`config.mk`:
```
export PLATFORM = sky130hd
export DESIGN_NAME = char_lcd_refresh_sequencer_flat
export DESIGN_NICKNAME = d
export VERILOG_FILES = /design/src/sv/clrs_pkg.sv /design/src/sv/clrs_in_if.sv /design/src/sv/clrs_out_if.sv /design/src/sv/char_lcd_refresh_sequencer.sv /design/src/sv/clrs_ctrl.sv /design/src/sv/clrs_datapath.sv /design/src/flat_wrapper.sv
export SDC_FILE = /design/constraint.sdc
export NUM_CORES = 1
export LEC_CHECK = 0
export BUFFER_PORTS_ARGS = -buffer_cell sky130_fd_sc_hd__buf_2
export CORE_MARGIN = 5
export CORE_UTILIZATION = 60
export DETAILED_ROUTE_END_ITERATION = 10
export PLACE_DENSITY = 0.76
export SKIP_LAST_GASP = 1
export SYNTH_ARGS = -nofsm -noshare
export SYNTH_HDL_FRONTEND = slang
export SYNTH_SLANG_ARGS = --single-unit
```
`constraint.sdc`:
```
create_clock -name clk -period 2.4 [get_ports clk]
set_input_delay 0.24 -clock clk [delete_from_list [all_inputs] [get_ports clk]]
set_output_delay 0.24 -clock clk [all_outputs]
set_load 0.01 [all_outputs]
```
`src/sv/clrs_pkg.sv`:
```
package clrs_pkg;

    parameter int ROW_CHARS_DEF    = 16;
    parameter int SCREEN_CHARS_DEF = 32;
    parameter int GLYPH_COUNT_DEF  = 8;

    typedef enum logic [1:0] {
        CMD_TICK      = 2'd0,
        CMD_SCREEN    = 2'd1,
        CMD_GLYPH_ROW = 2'd2,
        CMD_UPLOAD    = 2'd3
    } cmd_t;

    localparam logic [7:0] SPACE_CHAR    = 8'h20;
    localparam logic [7:0] LCD_SET_DDRAM = 8'h80;
    localparam logic [7:0] LCD_SET_CGRAM = 8'h40;
    localparam logic [7:0] ROW2_ADDR     = 8'h40;
    localparam logic [2:0] LAST_ROW      = 3'd7;

    typedef enum logic [1:0] {
        SRC_CONST  = 2'd0,
        SRC_SCREEN = 2'd1,
        SRC_GLYPH  = 2'd2
    } byte_src_t;

    typedef struct packed {
        logic take;   // input word accepted this cycle
        logic load;   // move the fetched byte into the output register
    } ctrl_cmd_t;

    typedef struct packed {
        logic tick;   // word at the input is a tick
    } dp_status_t;

endpackage

```
`src/sv/clrs_in_if.sv`:
```
interface clrs_in_if;
    logic       valid;
    logic       ready;
    logic [1:0] cmd;
    logic [4:0] char_pos;
    logic [2:0] glyph;
    logic [2:0] glyph_row;
    logic [7:0] value;

    modport source (output valid, output cmd, output char_pos, output glyph,
                    output glyph_row, output value, input ready);
    modport sink   (input valid, input cmd, input char_pos, input glyph,
                    input glyph_row, input value, output ready);
endinterface

```
`src/sv/clrs_out_if.sv`:
```
interface clrs_out_if;
    logic       valid;
    logic       ready;
    logic       is_data;
    logic [7:0] lcd_byte;

    modport source (output valid, output is_data, output lcd_byte, input ready);
    modport sink   (input valid, input is_data, input lcd_byte, output ready);
endinterface

```
`src/sv/char_lcd_refresh_sequencer.sv`:
```
// Character LCD refresh sequencer. Each tick word on the input channel yields one byte
// on the output channel (is_data high for data, low for a command); screen writes, glyph
// row writes and glyph upload requests are taken and yield nothing.
// A tick holds the input off until its byte is loaded: the screen buffer and glyph
// store are synchronous memories, so the byte is read at the accepting edge and moved
// into the output register from the load state, which waits while the output register
// is stalled until it drains. Other words are taken while a byte waits at the output.
// The screen buffer reads as spaces after reset through per-entry valid flags, so no
// clearing pass is needed; glyph rows must be written before they are uploaded.
module char_lcd_refresh_sequencer #(
    parameter int ROW_CHARS    = clrs_pkg::ROW_CHARS_DEF,
    parameter int SCREEN_CHARS = clrs_pkg::SCREEN_CHARS_DEF,
    parameter int GLYPH_COUNT  = clrs_pkg::GLYPH_COUNT_DEF
) (
    input  logic        clk,
    input  logic        rst_n,
    clrs_in_if.sink     in,
    clrs_out_if.source  out
);
    import clrs_pkg::*;

    ctrl_cmd_t  ctl;
    dp_status_t sts;
    logic       in_ready;
    logic       out_valid;

    clrs_ctrl u_ctrl (
        .clk       (clk),
        .rst_n     (rst_n),
        .in_valid  (in.valid),
        .in_ready  (in_ready),
        .out_valid (out_valid),
        .out_ready (out.ready),
        .sts       (sts),
        .ctl       (ctl)
    );

    clrs_datapath #(
        .ROW_CHARS    (ROW_CHARS),
        .SCREEN_CHARS (SCREEN_CHARS),
        .GLYPH_COUNT  (GLYPH_COUNT)
    ) u_datapath (
        .clk       (clk),
        .rst_n     (rst_n),
        .ctl       (ctl),
        .sts       (sts),
        .cmd       (in.cmd),
        .char_pos  (in.char_pos),
        .glyph     (in.glyph),
        .glyph_row (in.glyph_row),
        .value     (in.value),
        .is_data   (out.is_data),
        .lcd_byte  (out.lcd_byte)
    );

    assign in.ready  = in_ready;
    assign out.valid = out_valid;

endmodule

```
`src/sv/clrs_ctrl.sv`:
```
module clrs_ctrl (
    input  logic                   clk,
    input  logic                   rst_n,
    input  logic                   in_valid,
    output logic                   in_ready,
    output logic                   out_valid,
    input  logic                   out_ready,
    input  clrs_pkg::dp_status_t   sts,
    output clrs_pkg::ctrl_cmd_t    ctl
);
    import clrs_pkg::*;

    typedef enum logic [1:0] {
        S_IDLE = 2'b01,
        S_LOAD = 2'b10
    } state_t;

    state_t state_reg;
    state_t state_next;
    logic   out_valid_reg;
    logic   out_valid_next;

    assign in_ready  = (state_reg == S_IDLE);
    assign out_valid = out_valid_reg;

    always_comb
    begin
        ctl.take = in_valid && in_ready;
        ctl.load = (state_reg == S_LOAD) && (!out_valid_reg || out_ready);
    end

    always_comb
    begin
        state_next = state_reg;
        unique case (state_reg)
            S_IDLE:
            begin
                if (ctl.take && sts.tick)
                begin
                    state_next = S_LOAD;
                end
            end
            S_LOAD:
            begin
                // hold until the output register is free
                if (ctl.load)
                begin
                    state_next = S_IDLE;
                end
            end
            default:
            begin
                state_next = S_IDLE;
            end
        endcase
    end

    always_comb
    begin
        if (ctl.load)
        begin
            out_valid_next = 1'b1;
        end
        else if (out_ready)
        begin
            out_valid_next = 1'b0;
        end
        else
        begin
            out_valid_next = out_valid_reg;
        end
    end

    always_ff @(posedge clk or negedge rst_n)
    begin
        if (!rst_n)
        begin
            state_reg     <= S_IDLE;
            out_valid_reg <= 1'b0;
        end
        else
        begin
            state_reg     <= state_next;
            out_valid_reg <= out_valid_next;
        end
    end

endmodule

```
`src/sv/clrs_datapath.sv`:
```
module clrs_datapath #(
    parameter int ROW_CHARS    = clrs_pkg::ROW_CHARS_DEF,
    parameter int SCREEN_CHARS = clrs_pkg::SCREEN_CHARS_DEF,
    parameter int GLYPH_COUNT  = clrs_pkg::GLYPH_COUNT_DEF
) (
    input  logic                   clk,
    input  logic                   rst_n,
    input  clrs_pkg::ctrl_cmd_t    ctl,
    output clrs_pkg::dp_status_t   sts,
    input  logic [1:0]             cmd,
    input  logic [4:0]             char_pos,
    input  logic [2:0]             glyph,
    input  logic [2:0]             glyph_row,
    input  logic [7:0]             value,
    output logic                   is_data,
    output logic [7:0]             lcd_byte
);
    import clrs_pkg::*;

    localparam int POS_W       = $clog2(SCREEN_CHARS + 1);
    localparam int SCR_AW      = $clog2(SCREEN_CHARS);
    localparam int GLYPH_CELLS = GLYPH_COUNT * 8;
    localparam int GLY_AW      = $clog2(GLYPH_CELLS);

    logic [7:0] screen_mem [SCREEN_CHARS];
    logic [7:0] glyph_mem  [GLYPH_CELLS];

    logic [SCREEN_CHARS-1:0] scr_valid_reg;
    logic [SCREEN_CHARS-1:0] scr_valid_next;
    logic [GLYPH_COUNT-1:0]  pending_reg;
    logic [GLYPH_COUNT-1:0]  pending_next;
    logic [POS_W-1:0]        pos_reg;
    logic [POS_W-1:0]        pos_next;
    logic [2:0]              up_glyph_reg;
    logic [2:0]              up_glyph_next;
    logic [2:0]              up_row_reg;
    logic [2:0]              up_row_next;
    logic                    dd_sent_reg;
    logic                    dd_sent_next;
    logic                    cg_sent_reg;
    logic                    cg_sent_next;
    logic                    in_use_reg;
    logic                    in_use_next;

    // fetched byte waiting for the output register
    byte_src_t               src_reg;
    byte_src_t               src_next;
    logic [7:0]              const_reg;
    logic [7:0]              const_next;
    logic                    data_reg;
    logic                    data_next;
    logic [7:0]              scr_rd_reg;
    logic                    scr_rd_vld_reg;
    logic [7:0]              gly_rd_reg;
    logic [7:0]              out_byte_reg;
    logic                    out_data_reg;

    logic                    do_tick;
    logic                    scr_wr;
    logic                    gly_wr;
    logic                    req_wr;
    logic [SCR_AW-1:0]       scr_wr_addr;
    logic [SCR_AW-1:0]       scr_rd_addr;
    logic [GLY_AW-1:0]       gly_wr_addr;
    logic [GLY_AW-1:0]       gly_rd_addr;
    logic [POS_W-1:0]        rd_pos;
    logic [2:0]              low_glyph;
    logic [7:0]              fetched;

    assign sts.tick = (cmd == CMD_TICK);
    assign do_tick  = ctl.take && sts.tick;
    assign scr_wr   = ctl.take && (cmd == CMD_SCREEN) && (int'(char_pos) < SCREEN_CHARS);
    assign gly_wr   = ctl.take && (cmd == CMD_GLYPH_ROW) && (int'(glyph) < GLYPH_COUNT);
    assign req_wr   = ctl.take && (cmd == CMD_UPLOAD) && (int'(glyph) < GLYPH_COUNT);

    assign scr_wr_addr = SCR_AW'(char_pos);
    assign gly_wr_addr = GLY_AW'({glyph, glyph_row});
    assign gly_rd_addr = GLY_AW'({up_glyph_reg, up_row_reg});

    // the wrap case streams position 0 right after the end-of-screen command
    assign rd_pos      = (pos_reg >= POS_W'(SCREEN_CHARS)) ? '0 : pos_reg;
    assign scr_rd_addr = SCR_AW'(rd_pos);

    always_comb
    begin
        low_glyph = '0;
        for (int i = GLYPH_COUNT - 1; i >= 0; i--)
        begin
            if (pending_reg[i])
            begin
                low_glyph = 3'(i);
            end
        end
    end

    always_comb
    begin
        pending_next  = pending_reg;
        pos_next      = pos_reg;
        up_glyph_next = up_glyph_reg;
        up_row_next   = up_row_reg;
        dd_sent_next  = dd_sent_reg;
        cg_sent_next  = cg_sent_reg;
        in_use_next   = in_use_reg;
        src_next      = src_reg;
        const_next    = const_reg;
        data_next     = data_reg;

        if (do_tick)
        begin
            src_next   = SRC_CONST;
            const_next = LCD_SET_DDRAM;
            data_next  = 1'b0;
            if (pending_reg != '0)
            begin
                in_use_next = 1'b1;
                if (cg_sent_reg)
                begin
                    src_next    = SRC_GLYPH;
                    data_next   = 1'b1;
                    up_row_next = up_row_reg + 3'd1;
                    if (up_row_reg == LAST_ROW)
                    begin
                        // drop the pending bit once the last row goes out
                        for (int i = 0; i < GLYPH_COUNT; i++)
                        begin
                            if (3'(i) == up_glyph_reg)
                            begin
                                pending_next[i] = 1'b0;
                            end
                        end
                        cg_sent_next  = 1'b0;
                        up_row_next   = '0;
                        up_glyph_next = '0;
                    end
                end
                else
                begin
                    up_glyph_next = low_glyph;
                    cg_sent_next  = 1'b1;
                    const_next    = LCD_SET_CGRAM | {2'b00, low_glyph, 3'b000};
                end
            end
            else if (in_use_reg)
            begin
                in_use_next  = 1'b0;
                dd_sent_next = 1'b0;
                pos_next     = '0;
            end
            else if (pos_reg >= POS_W'(SCREEN_CHARS))
            begin
                if (dd_sent_reg)
                begin
                    dd_sent_next = 1'b0;
                    pos_next     = POS_W'(1);
                    src_next     = SRC_SCREEN;
                    data_next    = 1'b1;
                end
                else
                begin
                    dd_sent_next = 1'b1;
                end
            end
            else if (pos_reg == POS_W'(ROW_CHARS))
            begin
                if (dd_sent_reg)
                begin
                    dd_sent_next = 1'b0;
                    pos_next     = pos_reg + POS_W'(1);
                    src_next     = SRC_SCREEN;
                    data_next    = 1'b1;
                end
                else
                begin
                    dd_sent_next = 1'b1;
                    const_next   = LCD_SET_DDRAM | ROW2_ADDR;
                end
            end
            else
            begin
                pos_next  = pos_reg + POS_W'(1);
                src_next  = SRC_SCREEN;
                data_next = 1'b1;
            end
        end

        if (req_wr)
        begin
            for (int i = 0; i < GLYPH_COUNT; i++)
            begin
                if (3'(i) == glyph)
                begin
                    pending_next[i] = 1'b1;
                end
            end
        end
    end

    always_comb
    begin
        scr_valid_next = scr_valid_reg;
        if (scr_wr)
        begin
            scr_valid_next[scr_wr_addr] = 1'b1;
        end
    end

    always_comb
    begin
        case (src_reg)
            SRC_SCREEN: fetched = scr_rd_vld_reg ? scr_rd_reg : SPACE_CHAR;
            SRC_GLYPH:  fetched = gly_rd_reg;
            default:    fetched = const_reg;
        endcase
    end

    always_ff @(posedge clk)
    begin
        if (scr_wr)
        begin
            screen_mem[scr_wr_addr] <= value;
        end
        if (do_tick)
        begin
            scr_rd_reg <= screen_mem[scr_rd_addr];
        end
    end

    always_ff @(posedge clk)
    begin
        if (gly_wr)
        begin
            glyph_mem[gly_wr_addr] <= value;
        end
        if (do_tick)
        begin
            gly_rd_reg <= glyph_mem[gly_rd_addr];
        end
    end

    always_ff @(posedge clk)
    begin
        if (do_tick)
        begin
            scr_rd_vld_reg <= scr_valid_reg[scr_rd_addr];
        end
        src_reg   <= src_next;
        const_reg <= const_next;
        data_reg  <= data_next;
        if (ctl.load)
        begin
            out_byte_reg <= fetched;
            out_data_reg <= data_reg;
        end
    end

    always_ff @(posedge clk or negedge rst_n)
    begin
        if (!rst_n)
        begin
            scr_valid_reg <= '0;
            pending_reg   <= '0;
            pos_reg       <= '0;
            up_glyph_reg  <= '0;
            up_row_reg    <= '0;
            dd_sent_reg   <= 1'b0;
            cg_sent_reg   <= 1'b0;
            in_use_reg    <= 1'b0;
        end
        else
        begin
            scr_valid_reg <= scr_valid_next;
            pending_reg   <= pending_next;
            pos_reg       <= pos_next;
            up_glyph_reg  <= up_glyph_next;
            up_row_reg    <= up_row_next;
            dd_sent_reg   <= dd_sent_next;
            cg_sent_reg   <= cg_sent_next;
            in_use_reg    <= in_use_next;
        end
    end

    assign is_data  = out_data_reg;
    assign lcd_byte = out_byte_reg;

endmodule

```
`src/flat_wrapper.sv`:
```
// flat-port wrapper written by rule: the top's interface ports become plain ports
module char_lcd_refresh_sequencer_flat import clrs_pkg::*;
#(
    parameter int ROW_CHARS    = clrs_pkg::ROW_CHARS_DEF,
    parameter int SCREEN_CHARS = clrs_pkg::SCREEN_CHARS_DEF,
    parameter int GLYPH_COUNT  = clrs_pkg::GLYPH_COUNT_DEF
)
  (clk, rst_n, in_valid, in_cmd, in_char_pos, in_glyph, in_glyph_row, in_value, in_ready, out_valid, out_is_data, out_lcd_byte, out_ready);
  clrs_in_if in_i ();
  clrs_out_if out_i ();
  input  logic clk;
  input  logic rst_n;
  input wire logic [$bits(in_i.valid)-1:0] in_valid;
  input wire logic [$bits(in_i.cmd)-1:0] in_cmd;
  input wire logic [$bits(in_i.char_pos)-1:0] in_char_pos;
  input wire logic [$bits(in_i.glyph)-1:0] in_glyph;
  input wire logic [$bits(in_i.glyph_row)-1:0] in_glyph_row;
  input wire logic [$bits(in_i.value)-1:0] in_value;
  output wire logic [$bits(in_i.ready)-1:0] in_ready;
  output wire logic [$bits(out_i.valid)-1:0] out_valid;
  output wire logic [$bits(out_i.is_data)-1:0] out_is_data;
  output wire logic [$bits(out_i.lcd_byte)-1:0] out_lcd_byte;
  input wire logic [$bits(out_i.ready)-1:0] out_ready;
  assign in_i.valid = in_valid;
  assign in_i.cmd = in_cmd;
  assign in_i.char_pos = in_char_pos;
  assign in_i.glyph = in_glyph;
  assign in_i.glyph_row = in_glyph_row;
  assign in_i.value = in_value;
  assign in_ready = in_i.ready;
  assign out_valid = out_i.valid;
  assign out_is_data = out_i.is_data;
  assign out_lcd_byte = out_i.lcd_byte;
  assign out_i.ready = out_ready;
  char_lcd_refresh_sequencer #(.ROW_CHARS(ROW_CHARS), .SCREEN_CHARS(SCREEN_CHARS), .GLYPH_COUNT(GLYPH_COUNT)) u_core (.clk(clk), .rst_n(rst_n), .in(in_i), .out(out_i));
endmodule
```
==> flow_metrics.py <==
metrics = {
    "outcome": {
        "status": "finished, final reports clean",
    },
    "hold_path": {
        "hold_path.class": "in2reg",
    },
    "sta": {
        "max_freq_mhz": 433.0,
        "timing.final.ws_setup_ps": 90.51,
        "layout_worst_path_cycle_share": 0.9623,
        "timing.final.max_slew_violations": 0,
        "slew-limit-headroom": 0.3206,
        "post-route-min-period_ps": 2309,
        "hold_violations": 0,
        "fin_setup_tns_ps": 0,
        "fin_skew_ps": 23.33,
        "finalSetupViolCount": 0,
        "setup_repair_after_global_routing_missed_its_margin": "yes",
        "worst-slew-pin-transition_ps": 1017,
    },
    "critical_path": {
        "critical_path_arrival_ps": 2690,
        "most_common_cell_on_crit_path": "buf_12",
        "timing.critical_path.slowest_cell_delay_ps": 560,
        "crit_path_required_time_ps": 2780,
        "timing.reg2reg.setup_slack_ps": 90,
        "critical_path_peak_fanout": 16,
        "end_kind": "flop",
        "timing_worst_setup_path_type": "reg2reg",
        "crit_chain": "buf_12, buf_12, mux4_2, mux2i_1, o22ai_1, o22a_1",
        "worst_path_max_delay_cell": "mux4_2",
        "cp-start-kind": "flop",
    },
    "global_route": {
        "globalRouteMet2Util": 0.4082,
        "grt.met3_usage": 0.04749,
        "gr-max-usage-layer": "met2",
        "met1_usage": 0.3647,
        "overflow": 0,
        "first_global_vias": 18200,
        "grt_first_pass_wirelength_um": 116600,
        "antenna_found_initial": 2,
        "globalRouteTotalUtil": 0.2578,
        "pin_count_of_the_biggest_net_entering_global_routing": 97,
    },
    "clock_network": {
        "inserted_clock_buffers": 83,
        "clock_insertion_delay_worst_skew_ps": 630,
        "cts.reportedPaths.clkPinSlew_ps": 60,
        "cts_max_level": 3,
        "clock-root-buffer": "clkbuf_16",
        "clkSinkCount": 860,
        "clk_path_buf_depth": 3,
        "cts_tree": "done",
    },
    "layout": {
        "layout-drive-gt1-share": 0.2745,
        "combined_flip_flop_and_latch_cell_area_mm2": 0.02555,
        "most-common-layout-cells": "edfxtp_1, buf_4, mux2i_1",
        "multi_input_area_mm2": 0.007898,
        "fillCellCount": 3444,
        "layout-area-overhead-vs-synth_pct": 15.32,
        "layoutNonFillerInstCount": 2808,
        "final_common_cell": "edfxtp_1",
        "largest_reg_flops": 512,
        "design.final.nets": 2016,
    },
    "synthesis": {
        "post_synth_inst_count": 1762,
        "combined_area_of_all_synthesized_cells_mm2": 0.03398,
        "synth_fp_nets": 1793,
        "synth_warnings": 0,
        "synth_enable_flop_cells": 802,
        "synth.distinct_cells": 57,
        "ys_ff_latch": 860,
        "syn-mean-instance-area_um2": 19.28,
        "synthArstFlopShare": 0.06744,
        "ys_seq_area_frac": 0.7515,
        "ys.flop_type": "edfxtp_1",
    },
    "flow_run": {
        "max_cap_viol_count": 0,
    },
    "power_and_ir_drop": {
        "sequential_power_share": 0.445,
        "netSwitchingFraction": 0.2561,
        "cellLeakagePower_nw": 13.27,
        "comb_power_share": 0.216,
        "power.ir.vdd_worst_v": 0.0006752,
        "total_switching_power_w": 0.009748,
        "total_power_w": 0.03807,
        "power_per_cell_area_mw_per_mm2": 971.6,
        "power_report.internal_total_w": 0.02832,
        "clock_power_share": 0.340,
    },
    "drt": {
        "vias_per_cell": 6.376,
        "routed_wire_length_per_instance_um": 27.59,
        "drc_errors": 0,
        "ant_nets": 0,
        "drt_iter0_markers": 2109,
        "route.final.wire_length_um": 77490,
        "route.vias.total": 17900,
        "drt_pass1_iterations": 5,
    },
    "floorplanning": {
        "fp.dieW_um": 248.0,
        "core_area_mm2": 0.05628,
        "boundaryPins": 36,
        "placement_rows": 87,
        "die_h_um": 248.0,
        "initial_utilization": 0.6038,
        "die-area_mm2": 0.06149,
    },
    "placement": {
        "preCtsSetupSlack_ps": -72.04,
        "dpl.cell_count": 2647,
        "gp_congestion": 0.9263,
        "hpwlAfterDp_um": 48270,
        "port_buffers": 35,
    },
}
==> power by group through the flow <==
stage,combinational [W],clock [W],sequential [W]
finish,0.00820,0.0129,0.0169
global placement,0.00785,0,0.0173
floorplan,0.00555,0,0.0171
detailed placement,0.00800,0,0.0173
global route,0.00874,0.0138,0.0170
CTS,0.00812,0.0131,0.0170
==> cells in the mapped netlist (2+ instances only) <==
cell type | n | area [µm²]
a21o_1 | 9 | 67.56
a21oi_1 | 14 | 70.07
a221oi_1 | 9 | 78.83
a22oi_1 | 15 | 112.6
a31oi_1 | 9 | 56.30
and2_1 | 3 | 18.77
buf_1 | 3 | 11.26
buf_2 | 43 | 215.2
buf_4 | 15 | 112.6
buf_6 | 9 | 101.4
clkbuf_1 | 25 | 93.84
clkbuf_2 | 2 | 10.01
dfrtp_1 | 57 | 1426
edfxtp_1 | 802 | 24080
ha_1 | 6 | 75.07
inv_1 | 10 | 37.54
mux2_2 | 3 | 33.78
mux2i_1 | 168 | 1682
mux4_2 | 149 | 3356
nand2_1 | 38 | 142.6
nand2b_1 | 23 | 143.9
nand3_1 | 26 | 130.1
nand3b_1 | 9 | 67.56
nand4_1 | 3 | 18.77
nand4b_1 | 2 | 17.52
nor2_1 | 115 | 431.7
nor2b_1 | 8 | 50.05
nor3_1 | 7 | 35.03
nor4_1 | 2 | 12.51
o211ai_1 | 8 | 60.06
o21ai_0 | 47 | 235.2
o221ai_1 | 36 | 315.3
o22a_1 | 8 | 70.07
o22ai_1 | 16 | 100.1
o31ai_1 | 4 | 30.03
or2_2 | 35 | 219.0
or3_1 | 2 | 12.51
or3b_2 | 3 | 26.28
==> final cells by class <==
| cell class | count | share of cell area |
|---|---|---|
| repair buffers | 235 | 0.05141 |
| diodes | 1 | 0.00006386 |
| clock inverters | 34 | 0.007631 |
| well taps | 756 | 0.02414 |
| multi-input cells | 794 | 0.2015 |
| clock buffers | 117 | 0.06210 |
| inverters | 11 | 0.001054 |
| flip-flops and latches | 860 | 0.6521 |
==> repair_timing <==
action                                  4_1_cts  5_1_grt
gates resized for setup                       0        9
endpoints found under the hold margin        34        0
cloned                                        0        0
hold buffers                                  4        0
endpoints found under the setup margin        2       24
setup buffers                                 1        5
==> worst max-delay path, delay by kind of cell, from the launching register on <==
kind            cells  cell delay [ps]
flops               1              480
buf+inv             2              360
mux                 2              800
compound gates      2              400
==> per-stage QoR <==
| step | area [µm²] | utilization | hold WS (ps) |
|---|---|---|---|
| 2_1_floorplan | 33980 | - | -55.59 |
| 3_3_place_gp | 36320 | 0.6453 | 205.8 |
| 3_5_place_dp | 36320 | 0.6453 | 212.1 |
| 4_1_cts | 39100 | 0.6947 | 42.68 |
| 5_1_grt | 39190 | 0.6963 | 65.12 |
| 6_report | 39190 | 0.6963 | 72.64 |
==> kinds of logic (layout without fill, tap and decap cells) <==
logic type | count (synthesis) | count (layout) | share of synthesized area
flip-flops | 860 | 860 | 0.7515
multiplexers | 320 | 320 | 0.1492
AND/OR/NAND/NOR | 283 | 283 | 0.04168
AO/OA/AOI/OAI | 185 | 185 | 0.03815
buffers and inverters | 108 | 397 | 0.01723
adder cells (fa/ha/maj) | 6 | 6 | 0.002209
other | 0 | 1 | 0
==> path summary, 6_finish.rpt <==
kind / end / cells after the start / startpoint
worst max register to register: u_core.u_datapath.gly_rd_reg[5] / 6 / u_core.u_datapath.up_row_reg[0]
max in group asynchronous: u_core.u_datapath.scr_valid_reg[5] / 3 / rst_n
worst min register to register: u_core.u_datapath.scr_valid_reg[6] / 1 / u_core.u_datapath.scr_valid_reg[6]
worst max-delay path: u_core.u_datapath.gly_rd_reg[5] / 6 / u_core.u_datapath.up_row_reg[0]
worst min-delay path: u_core.u_datapath.pending_reg[4] / 3 / in_glyph[2]
min in group asynchronous: u_core.u_datapath.scr_valid_reg[3] / 2 / rst_n
==> metal layers <==
layer  wire length [µm]  share of wire  up-vias
met5                 16        0.00021        -
met4               3262          0.042        2
met3               6452          0.083      182
met2              37960           0.49      871
met1              29790           0.38     9257
li1                   -              -     7592
Note: power is estimated with default switching activity, not from simulation.
